===== src/hw/rtl/gfl_pkg.sv =====
// shared types and constants for the gf(2^m) lagrange coefficient block
`timescale 1ns / 1ps
package gfl_pkg;
  localparam int FieldBits = 16;
  localparam int MaxPoints = 16;
  localparam int IdxBits = $clog2(MaxPoints);
  localparam int CntBits = $clog2(MaxPoints + 1);
  localparam int BitCntBits = $clog2(FieldBits);

  localparam logic [1:0] ST_OK = 2'd0;
  localparam logic [1:0] ST_DUP = 2'd1;
  localparam logic [1:0] ST_EMPTY = 2'd2;
  localparam logic [1:0] ST_OVF = 2'd3;

  localparam logic OP_LOAD = 1'b0;
  localparam logic OP_COMPUTE = 1'b1;

  localparam logic [15:0] PolyReset = 16'd4107;

  typedef logic [FieldBits-1:0] elem_t;

  typedef struct packed {
    logic  start;
    elem_t a;
    elem_t b;
  } mul_req_t;

  typedef struct packed {
    logic  done;
    elem_t p;
  } mul_rsp_t;
endpackage


===== src/hw/rtl/gfl_if.sv =====
// request, result and config channels of the lagrange coefficient block
`timescale 1ns / 1ps
interface gfl_in_if;
  logic valid;
  logic ready;
  logic op;
  logic [15:0] value;
  modport source(output valid, op, value, input ready);
  modport sink(input valid, op, value, output ready);
endinterface

interface gfl_out_if;
  logic valid;
  logic ready;
  logic [15:0] coefficient;
  logic [3:0] point_index;
  logic [1:0] status;
  logic last;
  modport source(output valid, coefficient, point_index, status, last, input ready);
  modport sink(input valid, coefficient, point_index, status, last, output ready);
endinterface

interface gfl_cfg_if;
  logic valid;
  logic ready;
  logic [15:0] data;
  modport source(output valid, data, input ready);
  modport sink(input valid, data, output ready);
endinterface


===== src/hw/rtl/gfl_ram.sv =====
// generic single-port write, single read ram with registered read
`timescale 1ns / 1ps
module gfl_ram #(
  parameter int Width = 16,
  parameter int Depth = 16
) (
  input  logic                     clk,
  input  logic                     we,
  input  logic [$clog2(Depth)-1:0] waddr,
  input  logic [Width-1:0]         wdata,
  input  logic [$clog2(Depth)-1:0] raddr,
  output logic [Width-1:0]         rdata
);
  logic [Width-1:0] mem [Depth];
  always_ff @(posedge clk) begin
    if (we) mem[waddr] <= wdata;
    rdata <= mem[raddr];
  end
endmodule


===== src/hw/rtl/gfl_mul.sv =====
// bit-serial gf(2^m) multiplier, one bit of b per cycle, msb first
`timescale 1ns / 1ps
module gfl_mul import gfl_pkg::*; (
  input  logic     clk,
  input  logic     rst,
  input  elem_t    poly,
  input  mul_req_t req,
  output mul_rsp_t rsp
);
  logic busy;
  logic done;
  elem_t a, b, acc;
  logic [BitCntBits-1:0] cnt;
  elem_t acc_next;

  always_comb begin
    acc_next = {acc[FieldBits-2:0], 1'b0};
    if (acc[FieldBits-1]) acc_next = acc_next ^ poly;
    if (b[FieldBits-1]) acc_next = acc_next ^ a;
  end

  always_ff @(posedge clk) begin
    if (rst) begin
      busy <= 1'b0;
      done <= 1'b0;
    end else begin
      done <= busy && !req.start && cnt == BitCntBits'(FieldBits - 1);
      if (req.start) begin
        busy <= 1'b1;
        a <= req.a;
        b <= req.b;
        acc <= '0;
        cnt <= '0;
      end else if (busy) begin
        acc <= acc_next;
        b <= {b[FieldBits-2:0], 1'b0};
        cnt <= cnt + 1'b1;
        if (cnt == BitCntBits'(FieldBits - 1)) busy <= 1'b0;
      end
    end
  end

  // product sits in acc once the last bit has been taken
  assign rsp = {done, acc};
endmodule


===== src/hw/rtl/gf2m_lagrange_coefficients_core.sv =====
// top level of the gf(2^m) lagrange coefficient block
// usage:
//   in channel: op=0 stores value as the next point (up to 16), no result;
//   op=1 computes coefficients at value, and clears the store.
//   out channel: one error/empty result (status 3 overflow, 2 no points,
//   1 duplicate) or one result per point with last on the final one.
//   cfg channel: writes the low bits of the reduction polynomial; take
//   it only while the block is idle.
// operation: an overflow or empty result is out in the cycle after its
//   request. with n points a compute first scans the store for duplicates,
//   then each point needs 2*(n-1) products, 15 squarings and 15 products
//   for the inverse and one final product on the one shared bit-serial
//   multiplier.
// throughput: one request at a time; the next is taken once the block is
//   idle and its last result has been taken.
// reset: store empty, overflow clear, polynomial 0x100b, no clearing pass.
// a stall on the out channel holds the waiting result; the sequencer goes
//   on with the next point and waits before it would replace it.
`timescale 1ns / 1ps
module gf2m_lagrange_coefficients_core import gfl_pkg::*; (
  input logic clk,
  input logic rst,
  gfl_in_if.sink in,
  gfl_out_if.source out,
  gfl_cfg_if.sink cfg
);
  localparam logic [3:0] S_IDLE = 4'd0, S_DRD = 4'd1, S_DWAIT = 4'd2,
    S_DCMP = 4'd3, S_PRD = 4'd4, S_PWAIT = 4'd5, S_MUL = 4'd6,
    S_MWAIT = 4'd7, S_OUT = 4'd8, S_XRD = 4'd9, S_XWAIT = 4'd10,
    S_URD = 4'd11;

  // multiply phases for one point
  localparam logic [2:0] P_TOP = 3'd0, P_BOT = 3'd1, P_SQ = 3'd2,
    P_INV = 3'd3, P_FIN = 3'd4;

  logic [3:0] state;
  logic [CntBits-1:0] count;
  logic ovf;
  elem_t poly, beta, ym, yu, top, bot, t, r, fin;
  logic [IdxBits-1:0] i, u, raddr;
  logic [2:0] phase;
  logic [BitCntBits-1:0] k;
  elem_t rdata;
  logic we;
  logic res_emit;
  mul_req_t mreq;
  mul_rsp_t mrsp;
  logic [15:0] o_coef;
  logic [3:0] o_idx;
  logic [1:0] o_st;
  logic o_last;
  logic o_valid;

  assign cfg.ready = 1'b1;
  assign in.ready = (state == S_IDLE) && !o_valid;
  assign we = in.valid && in.ready && in.op == OP_LOAD
              && count < CntBits'(MaxPoints);

  gfl_ram #(.Width(FieldBits), .Depth(MaxPoints)) u_store (
    .clk(clk), .we(we), .waddr(count[IdxBits-1:0]), .wdata(in.value),
    .raddr(raddr), .rdata(rdata));

  gfl_mul u_mul (.clk(clk), .rst(rst), .poly(poly), .req(mreq), .rsp(mrsp));

  assign out.valid = o_valid;
  assign out.coefficient = o_coef;
  assign out.point_index = o_idx;
  assign out.status = o_st;
  assign out.last = o_last;

  logic [IdxBits-1:0] nlast;
  assign nlast = IdxBits'(count - 1'b1);

  // a result register is loaded only while it is empty
  assign res_emit = (state == S_IDLE && in.valid && in.ready
                     && in.op == OP_COMPUTE && (ovf || count == '0))
                    || (state == S_DCMP && rdata == ym)
                    || (state == S_OUT && !o_valid);

  always_comb begin
    mreq.start = 1'b0;
    mreq.a = top;
    mreq.b = beta ^ yu;
    if (state == S_MUL) begin
      mreq.start = 1'b1;
      case (phase)
        P_TOP: begin mreq.a = top; mreq.b = beta ^ yu; end
        P_BOT: begin mreq.a = bot; mreq.b = ym ^ yu; end
        P_SQ: begin mreq.a = t; mreq.b = t; end
        P_INV: begin mreq.a = r; mreq.b = t; end
        default: begin mreq.a = top; mreq.b = r; end
      endcase
    end
  end

  always_ff @(posedge clk) begin
    if (rst) begin
      state <= S_IDLE;
      count <= '0;
      ovf <= 1'b0;
      poly <= PolyReset;
      o_valid <= 1'b0;
    end else begin
      if (cfg.valid) poly <= cfg.data;
      if (res_emit) o_valid <= 1'b1;
      else if (out.ready) o_valid <= 1'b0;
      case (state)
        S_IDLE: begin
          if (in.valid && in.ready) begin
            if (in.op == OP_LOAD) begin
              if (count < CntBits'(MaxPoints)) count <= count + 1'b1;
              else ovf <= 1'b1;
            end else begin
              beta <= in.value;
              o_coef <= '0; o_idx <= '0; o_last <= 1'b1;
              if (ovf) begin
                o_st <= ST_OVF; ovf <= 1'b0; count <= '0;
              end else if (count == '0) begin
                o_st <= ST_EMPTY;
              end else begin
                i <= '0; raddr <= '0; state <= S_DRD;
              end
            end
          end
        end
        // duplicate scan: ym=store[i], compare with store[u] for u>i
        S_DRD: state <= S_DWAIT;
        S_DWAIT: begin
          ym <= rdata;
          if (i == nlast) begin
            i <= '0; raddr <= '0; state <= S_XRD;
          end else begin
            u <= i + 1'b1; raddr <= i + 1'b1; state <= S_PRD;
          end
        end
        S_PRD: state <= S_DCMP;
        S_DCMP: begin
          if (rdata == ym) begin
            o_st <= ST_DUP; count <= '0; state <= S_IDLE;
          end else if (u == nlast) begin
            i <= i + 1'b1; raddr <= i + 1'b1; state <= S_DRD;
          end else begin
            u <= u + 1'b1; raddr <= u + 1'b1; state <= S_PRD;
          end
        end
        // per point: fetch ym
        S_XRD: state <= S_XWAIT;
        S_XWAIT: begin
          ym <= rdata; top <= elem_t'(1); bot <= elem_t'(1);
          u <= '0; raddr <= '0; state <= S_URD;
        end
        // product loop over the other points
        S_URD: state <= S_PWAIT;
        S_PWAIT: begin
          yu <= rdata;
          if (u != i) begin
            phase <= P_TOP; state <= S_MUL;
          end else if (u == nlast) begin
            t <= bot; r <= elem_t'(1); k <= '0; phase <= P_SQ; state <= S_MUL;
          end else begin
            u <= u + 1'b1; raddr <= u + 1'b1; state <= S_URD;
          end
        end
        S_MUL: state <= S_MWAIT;
        S_MWAIT: begin
          if (mrsp.done) begin
            case (phase)
              P_TOP: begin top <= mrsp.p; phase <= P_BOT; state <= S_MUL; end
              P_BOT: begin
                bot <= mrsp.p;
                if (u == nlast) begin
                  t <= mrsp.p; r <= elem_t'(1); k <= '0; phase <= P_SQ;
                  state <= S_MUL;
                end else begin
                  u <= u + 1'b1; raddr <= u + 1'b1; state <= S_URD;
                end
              end
              P_SQ: begin t <= mrsp.p; phase <= P_INV; state <= S_MUL; end
              P_INV: begin
                r <= mrsp.p;
                if (k == BitCntBits'(FieldBits - 2)) phase <= P_FIN;
                else begin k <= k + 1'b1; phase <= P_SQ; end
                state <= S_MUL;
              end
              default: begin fin <= mrsp.p; state <= S_OUT; end
            endcase
          end
        end
        S_OUT: begin
          if (!o_valid) begin
            o_coef <= fin; o_idx <= 4'(i); o_st <= ST_OK;
            o_last <= (i == nlast);
            if (i == nlast) begin
              count <= '0; state <= S_IDLE;
            end else begin
              i <= i + 1'b1; raddr <= i + 1'b1; state <= S_XRD;
            end
          end
        end
        default: state <= S_IDLE;
      endcase
    end
  end
endmodule


===== src/flat_wrapper.sv =====
// flat-port wrapper written by rule: the top's interface ports become plain ports
module gf2m_lagrange_coefficients_core_flat import gfl_pkg::*;
  (clk, rst, in_valid, in_op, in_value, in_ready, out_valid, out_coefficient, out_point_index, out_status, out_last, out_ready, cfg_valid, cfg_data, cfg_ready);
  gfl_in_if in_i ();
  gfl_out_if out_i ();
  gfl_cfg_if cfg_i ();
  input logic clk;
  input logic rst;
  input wire logic [$bits(in_i.valid)-1:0] in_valid;
  input wire logic [$bits(in_i.op)-1:0] in_op;
  input wire logic [$bits(in_i.value)-1:0] in_value;
  output wire logic [$bits(in_i.ready)-1:0] in_ready;
  output wire logic [$bits(out_i.valid)-1:0] out_valid;
  output wire logic [$bits(out_i.coefficient)-1:0] out_coefficient;
  output wire logic [$bits(out_i.point_index)-1:0] out_point_index;
  output wire logic [$bits(out_i.status)-1:0] out_status;
  output wire logic [$bits(out_i.last)-1:0] out_last;
  input wire logic [$bits(out_i.ready)-1:0] out_ready;
  input wire logic [$bits(cfg_i.valid)-1:0] cfg_valid;
  input wire logic [$bits(cfg_i.data)-1:0] cfg_data;
  output wire logic [$bits(cfg_i.ready)-1:0] cfg_ready;
  assign in_i.valid = in_valid;
  assign in_i.op = in_op;
  assign in_i.value = in_value;
  assign in_ready = in_i.ready;
  assign out_valid = out_i.valid;
  assign out_coefficient = out_i.coefficient;
  assign out_point_index = out_i.point_index;
  assign out_status = out_i.status;
  assign out_last = out_i.last;
  assign out_i.ready = out_ready;
  assign cfg_i.valid = cfg_valid;
  assign cfg_i.data = cfg_data;
  assign cfg_ready = cfg_i.ready;
  gf2m_lagrange_coefficients_core u_core (.clk(clk), .rst(rst), .in(in_i), .out(out_i), .cfg(cfg_i));
endmodule

===== config.mk =====
export PLATFORM = sky130hd
export DESIGN_NAME = gf2m_lagrange_coefficients_core_flat
export DESIGN_NICKNAME = d
export VERILOG_FILES = /design/src/hw/rtl/gfl_pkg.sv /design/src/hw/rtl/gfl_if.sv /design/src/hw/rtl/gfl_ram.sv /design/src/hw/rtl/gfl_mul.sv /design/src/hw/rtl/gf2m_lagrange_coefficients_core.sv /design/src/flat_wrapper.sv
export SDC_FILE = /design/constraint.sdc
export NUM_CORES = 1
export LEC_CHECK = 0
export ABC_AREA = 1
export BUFFER_PORTS_ARGS = -buffer_cell sky130_fd_sc_hd__buf_2
export CAP_MARGIN = 20
export CORE_UTILIZATION = 60
export DETAILED_ROUTE_END_ITERATION = 8
export MAX_ROUTING_LAYER = met4
export PLACE_DENSITY = 0.87
export SYNTH_ARGS = -nofsm -noshare
export SYNTH_HDL_FRONTEND = slang
export SYNTH_SLANG_ARGS = --single-unit

===== constraint.sdc =====
create_clock -name clk -period 12 [get_ports clk]
set_clock_uncertainty 0.1 [all_clocks]
set_input_delay 1.2 -clock clk [delete_from_list [all_inputs] [get_ports clk]]
set_output_delay 1.2 -clock clk [all_outputs]
set_load 0.005 [all_outputs]

* Word level (Yosys, flattened, before mapping)
Memory sizes are Yosys's and may differ from the RTL's. A register that Yosys moved wholly into a read port is not among the register bits.
Cells that the tools add are included.
Widths: inputs -> output; s select.
** Storage, ports and cells
- Register bits :: 251
- Memory bits (writable) :: 256
- Input port bits :: 38
- Output and inout port bits :: 26
- Logic and storage cells :: 252
- Memories :: 1
** Memory list
- u_core.u_store.mem :: words 16, width 16, read ports 1, clocked after memory_dff 1, write ports 1, line gfl_ram.sv:14 : logic [Width-1:0] mem [Depth];
** Operators by class
- $add $sub $neg :: 6
- Order comparisons :: 1
- Equal/unequal tests :: 46
- Mux-type cells :: 111
- Bitwise operators :: 7
- Reduce and logical (&&, ||, !) cells :: 52
** Operator list (count)
- $mux 16 :: 19
- $pmux 16 s2 :: 7
- $mux 4 :: 40
- $pmux 32 s4 :: 1
- $xor 16x16->16 :: 4
- $pmux 4 s12 :: 1
- $mux 5 :: 7
- $mux 33 :: 1
- $ne 2x2->1 const B :: 16
- $pmux 4 s2 :: 4
- $pmux 4 s7 :: 1
- $reduce_and 7->1 :: 4
- $eq 4x4->1 const B :: 6
- $pmux 4 s5 :: 1
- $reduce_and 4->1 :: 5
- $add 4x1->4 const B :: 4
- $eq 16x16->1 :: 1
- $eq 4x3->1 const B :: 4
- $pmux 4 s4 :: 1
- $mux 3 :: 5
- $pmux 5 s3 :: 1
- $logic_and 1x1->1 :: 12
- $mux 1 :: 12
- $mux 2 :: 6
- 37 further kinds :: 60

* Logic depth before layout (Yosys ltp)
- Depth in word-level cells :: 8
- Gate-level depth with buffers :: 15

* By module
Synthesis repeated with hierarchy kept, for this count alone.
** Second synthesis, totals
- Cells, all modules :: 2341
- Area, all modules :: 23576.4 µm²
** Modules (own cells, without submodules)
- gfl_ram :: instances 1, cells an instance 1074, area each 11388.4 µm²
- gf2m_lagrange_coefficients_core :: instances 1, cells an instance 963, area each 9532.9 µm²
- gfl_mul :: instances 1, cells an instance 304, area each 2655.0 µm²

* Worst setup path after synthesis
Ideal clock, no wire load.
- Path kind :: input-to-reg
- From :: input port rst
- To :: register u_core.u_mul.acc[0] (enable)
- Setup time :: 479 ps
- Data arrival time :: 3775 ps
- Slack :: 7646 ps
- Stages on the path :: 1
- Cell sequence :: o21ai_0
** Between the ends
- Word-level cells in the longest chain between the ends :: 2
** Ends and longest elaborated chain
- start, declared :: line flat_wrapper.sv:8 : input logic rst;
- $not 1->1 (no line)
- $reduce_and 2->1 (no line)
- end signal, assigned :: line gfl_mul.sv:35 : acc <= acc_next;
- end, declared :: line gfl_mul.sv:12 : elem_t a, b, acc;
No other way between the ends.
A chain may end at the register's enable or synchronous reset.

* Worst setup path after layout
- From :: register u_core.state[3]
- To :: register u_core.raddr[1] (enable)
** Between the ends
- Word-level cells in the longest chain between the ends :: 5
** Ends and longest elaborated chain
- start, declared :: line gf2m_lagrange_coefficients_core.sv:36 : logic [3:0] state;
- start signal, assigned :: line gf2m_lagrange_coefficients_core.sv:98 : state <= S_IDLE;
- start signal, assigned :: line gf2m_lagrange_coefficients_core.sv:121 : i <= '0; raddr <= '0; state <= S_DRD;
- start signal, assigned :: line gf2m_lagrange_coefficients_core.sv:127 : S_DRD: state <= S_DWAIT;
- $logic_not 4->1 :: line gf2m_lagrange_coefficients_core.sv:55, gf2m_lagrange_coefficients_core.sv:107
- $logic_and 1x1->1 :: line gf2m_lagrange_coefficients_core.sv:55 : assign in.ready = (state == S_IDLE) && !o_valid;
- $logic_and 1x1->1 :: line gf2m_lagrange_coefficients_core.sv:109 : if (in.valid && in.ready) begin
- $ne 2x2->1 (no line)
- $reduce_and 12->1 (no line) *
- end signal, assigned :: line gf2m_lagrange_coefficients_core.sv:121
- end signal, assigned :: line gf2m_lagrange_coefficients_core.sv:131 : i <= '0; raddr <= '0; state <= S_XRD;
- end signal, assigned :: line gf2m_lagrange_coefficients_core.sv:133 : u <= i + 1'b1; raddr <= i + 1'b1; state <= S_PRD;
- end, declared :: line gf2m_lagrange_coefficients_core.sv:40 : logic [IdxBits-1:0] i, u, raddr;
Every way passes the cells marked *; elsewhere a longest branch is shown, timed or not.

==> key figures <==
Power and ir drop
  • Power share of the combinational group: 3.6%
  • Worst IR drop on VDD: 134 µV
  • Static Leak: 9.23 nW
  • Pwr/cell area: 149 mW/mm²
  • Switching share of total power: 21.1%
  • Int Power: 2.90 mW
  • Total chip power: 3.68 mW
  • Clock Power Share: 41.7%
  • Seq pwr share: 54.7%
  • Switching power: 0.777 mW

Worst setup path
  • Crit start category: flip-flop
  • Reg-to-reg endpoint: u_core.raddr[1]$_DFFE_PP_
  • WS Path Type: flip-flop to flip-flop
  • Crit. End Element: flip-flop
  • Reg2reg start: u_core.state[3]$_SDFFE_PP0P_
  • Crit path DAT: 3.42 ns
  • CP Max Fanout: 40
  • R2r worst-path depth: 8
  • Worst endpoint required time: 12.13 ns
  • Reg2Reg Setup Slack: ~8.7 ns

Clock network
  • CTS Buffer Depth: 3
  • Post-CTS Resized: 0
  • Hold_buf cts: 0
  • CTS buffer count: 49
  • Clock slew at reported path FFs: ~0.060 ns
  • Clock sink total: 523
  • Post-CTS Setup Repair Bufs: 0
  • Worst-Skew Late Latency: 0.60 ns
  • CTS H-tree lvls: 2
  • CTS tree: done
  • CTS root buffer: clkbuf_16

Global route
  • Gr usage total: 27.5%
  • Vias in the first global route: 14500
  • Initial antenna violation count: 0
  • Pin count of the biggest net entering global routing: roughly 190
  • Grt ovf: 0
  • First-pass GRT wire length: 78300 µm

STA
  • Fmax: just over 300 MHz
  • Min Tclk post-route: 3.29 ns
  • Slew margin rel.: between 30% and 40%
  • Final hold violation count: 0
  • Post-route clock period utilization: 27.4%
  • Final setup vio count: 0
  • Setup_tns: 0 ns
  • RSZ-0062 raised after global routing: no
  • Worst setup margin: 8.71 ns
  • Pins over their slew limit: 0
  • Worst-Margin Slew: 1.02 ns

Final layout
  • Nets: between 1500 and 2000
  • Register area: between 0.015 and 0.02 mm²
  • N_diodes: 0
  • Finished layout cell area: 0.0247 mm²
  • Layout cell share with drive strength beyond 1: between 10% and 20%
  • Syn-to-layout area delta: 10.9%
  • Fillers: about 2500
  • Final core occ: 67.6%
  • Area of the multi-input gates: 0.00590 mm²

Placed design
  • Post-place setup slack: 8.56 ns
  • HPWL after DPL: about 33000 µm
  • Input/output buffers: 62
  • RePlAce Congestion: 0.922
  • Placed Instance Area: 0.0231 mm²

Hold path
  • Hold Path Class: flip-flop to flip-flop
  • Hold path startpoint: u_core.u_mul.acc[9]$_SDFFCE_PP0P_
  • Hold Path Cell Cnt: 0
  • Hold EP: u_core.fin[9]$_DFFE_PP_

Floorplanning
  • Die ar.: about 0.038 mm²
  • Die Wd: ~190 µm
  • Core region area: 0.0365 mm²
  • Overall die height: 195 µm
  • Starting Density: 61.0%
  • Top-level port count: 64
  • Row count: 70

Detailed routing
  • WL/cell: 20.6 µm
  • Drt drc: 0
  • Pre-antenna DRT Iters: 5
  • Total number of vias: 14800
  • Final wirelength: 50300 µm
  • Vias per cell: around 6.0
  • DRT iter0 DRCs: 1563
  • Remaining antenna violation count after routing: 0

Yosys
  • Ys Warns: 0
  • Most frequent cells after synthesis: 478 x edfxtp_1, 240 x nand2_1, 200 x inv_1
  • Cell Area, Synth: roughly 0.022 mm²
  • Seq/Total Area, Yosys: a little under 70%
  • Cell count after synthesis: 1874
  • Area contributors post-synth: edfxtp_1 64%, dfxtp_1 4.0%, nand2_1 4.0%
  • Yosys top cell by area: edfxtp_1
  • Count of state elements after synthesis: between 500 and 600
  • Most frequent cell after synthesis: edfxtp_1
  • Syn nets: 1922
  • Distinct cells, synth: 46
  • Syn Area/Cell: roughly 12 µm²
  • Yosys top cell area share: between 60 and 70%
  • Primary FF master, synth: edfxtp_1
  • EDFF count, synth: 478
  • Synth async-reset ratio: 0%

Run status
  • Status: finished clean

Job
  • Max cap viols: 0
## sequential cells by signal, indices dropped and copies added (netlist names), 5 cells and up
register	cells
u_core.ym	16
u_core.beta	16
u_core.u_mul.a	16
u_core.yu	16
u_core.u_store.rdata	16
u_core.fin	16
u_core.bot	16
u_core.count	5
u_core.r	16
u_core.t	16
u_core.u_mul.acc	16
u_core.out.coefficient	16
u_core.u_store.mem	256
u_core.top	16
u_core.poly	16
u_core.u_mul.b	16
## placed cells by master (no fill, tap or decap), drive strengths merged, types with 10 or more instances in the layout
cell type and count:
nand3 65, xnor2 17, ha 10, a22oi 11, clkinv 15, nor2 172
a21oi 107, nand2 245, clkbuf 66, dfxtp 45, mux2i 64, edfxtp 478
o21ai 163, o22ai 20, o211ai 89, buf 96, xor2 50, inv 209
## how the worst max path moves through the flow
stage	start	to	depth (start not counted)
3_5_place_dp	rst	u_core.raddr[0]$_DFFE_PP_	6
5_1_grt	u_core.state[3]$_SDFFE_PP0P_	u_core.raddr[1]$_DFFE_PP_	8
4_1_cts	u_core.state[3]$_SDFFE_PP0P_	u_core.raddr[0]$_DFFE_PP_	8
2_1_floorplan	rst	u_core.u_mul.acc[0]$_SDFFCE_PP0P_	1
3_3_place_gp	rst	u_core.t[12]$_DFFE_PP_	7
6_report	u_core.state[3]$_SDFFE_PP0P_	u_core.raddr[1]$_DFFE_PP_	8
## layout make-up
cell class	instances	share of cell area, %
Sequential cell	523	61.8
Clock buffer	66	5.30
Timing Repair Buffer	96	2.44
Multi-Input combinational cell	1059	23.9
Tap cell	468	2.37
Clock inverter	25	1.11
Inverter	206	3.13
## cell families after synthesis
logic type               count (synthesis)  share of synthesized area [%]
multiplexers                            64                           2.88
flip-flops                             523                           68.5
XOR/XNOR                                67                           2.64
AO/OA/AOI/OAI                          413                           10.9
AND/OR/NAND/NOR                        504                           9.36
buffers and inverters                  292                           5.12
other                                    1                         0.0168
adder cells (fa/ha/maj)                 10                          0.562
## per-stage QoR
stage                     std cells  hold slack, ns
final                          2443           0.328
after detailed placement       2350           0.337
after global routing           2443           0.351
after global placement         2350           0.331
after floorplan                1874           0.324
after CTS                      2441           0.325
## routing by layer
metal	share of wire, %	vias up	global-route usage (%)
li1	-	6727	-
met1	40	7117	35.7
met2	49	804	44.6
met3	8.2	124	3.96
met4	3.0	0	9.99
met5	0	-	-
## worst max-delay path, cell delays in order (launching register included)
cell     delay, ns
dfxtp_1       0.47
inv_1         0.11
nand2_1       0.11
inv_1         0.07
nand2_2       0.55
inv_1         0.43
a22oi_1       0.40
nand3_1       0.12
nor3_1        0.58
## power by group through the flow
stage | combinational (mW) | sequential, mW | clock (mW)
floorplan | 0.0764 | 2.05 | 0
global placement | 0.122 | 2.05 | 0
detailed placement | 0.127 | 2.05 | 0
CTS | 0.129 | 2.01 | 1.55
global route | 0.144 | 2.02 | 1.61
finish | 0.131 | 2.01 | 1.53
Power figures use the tool's default switching activity.
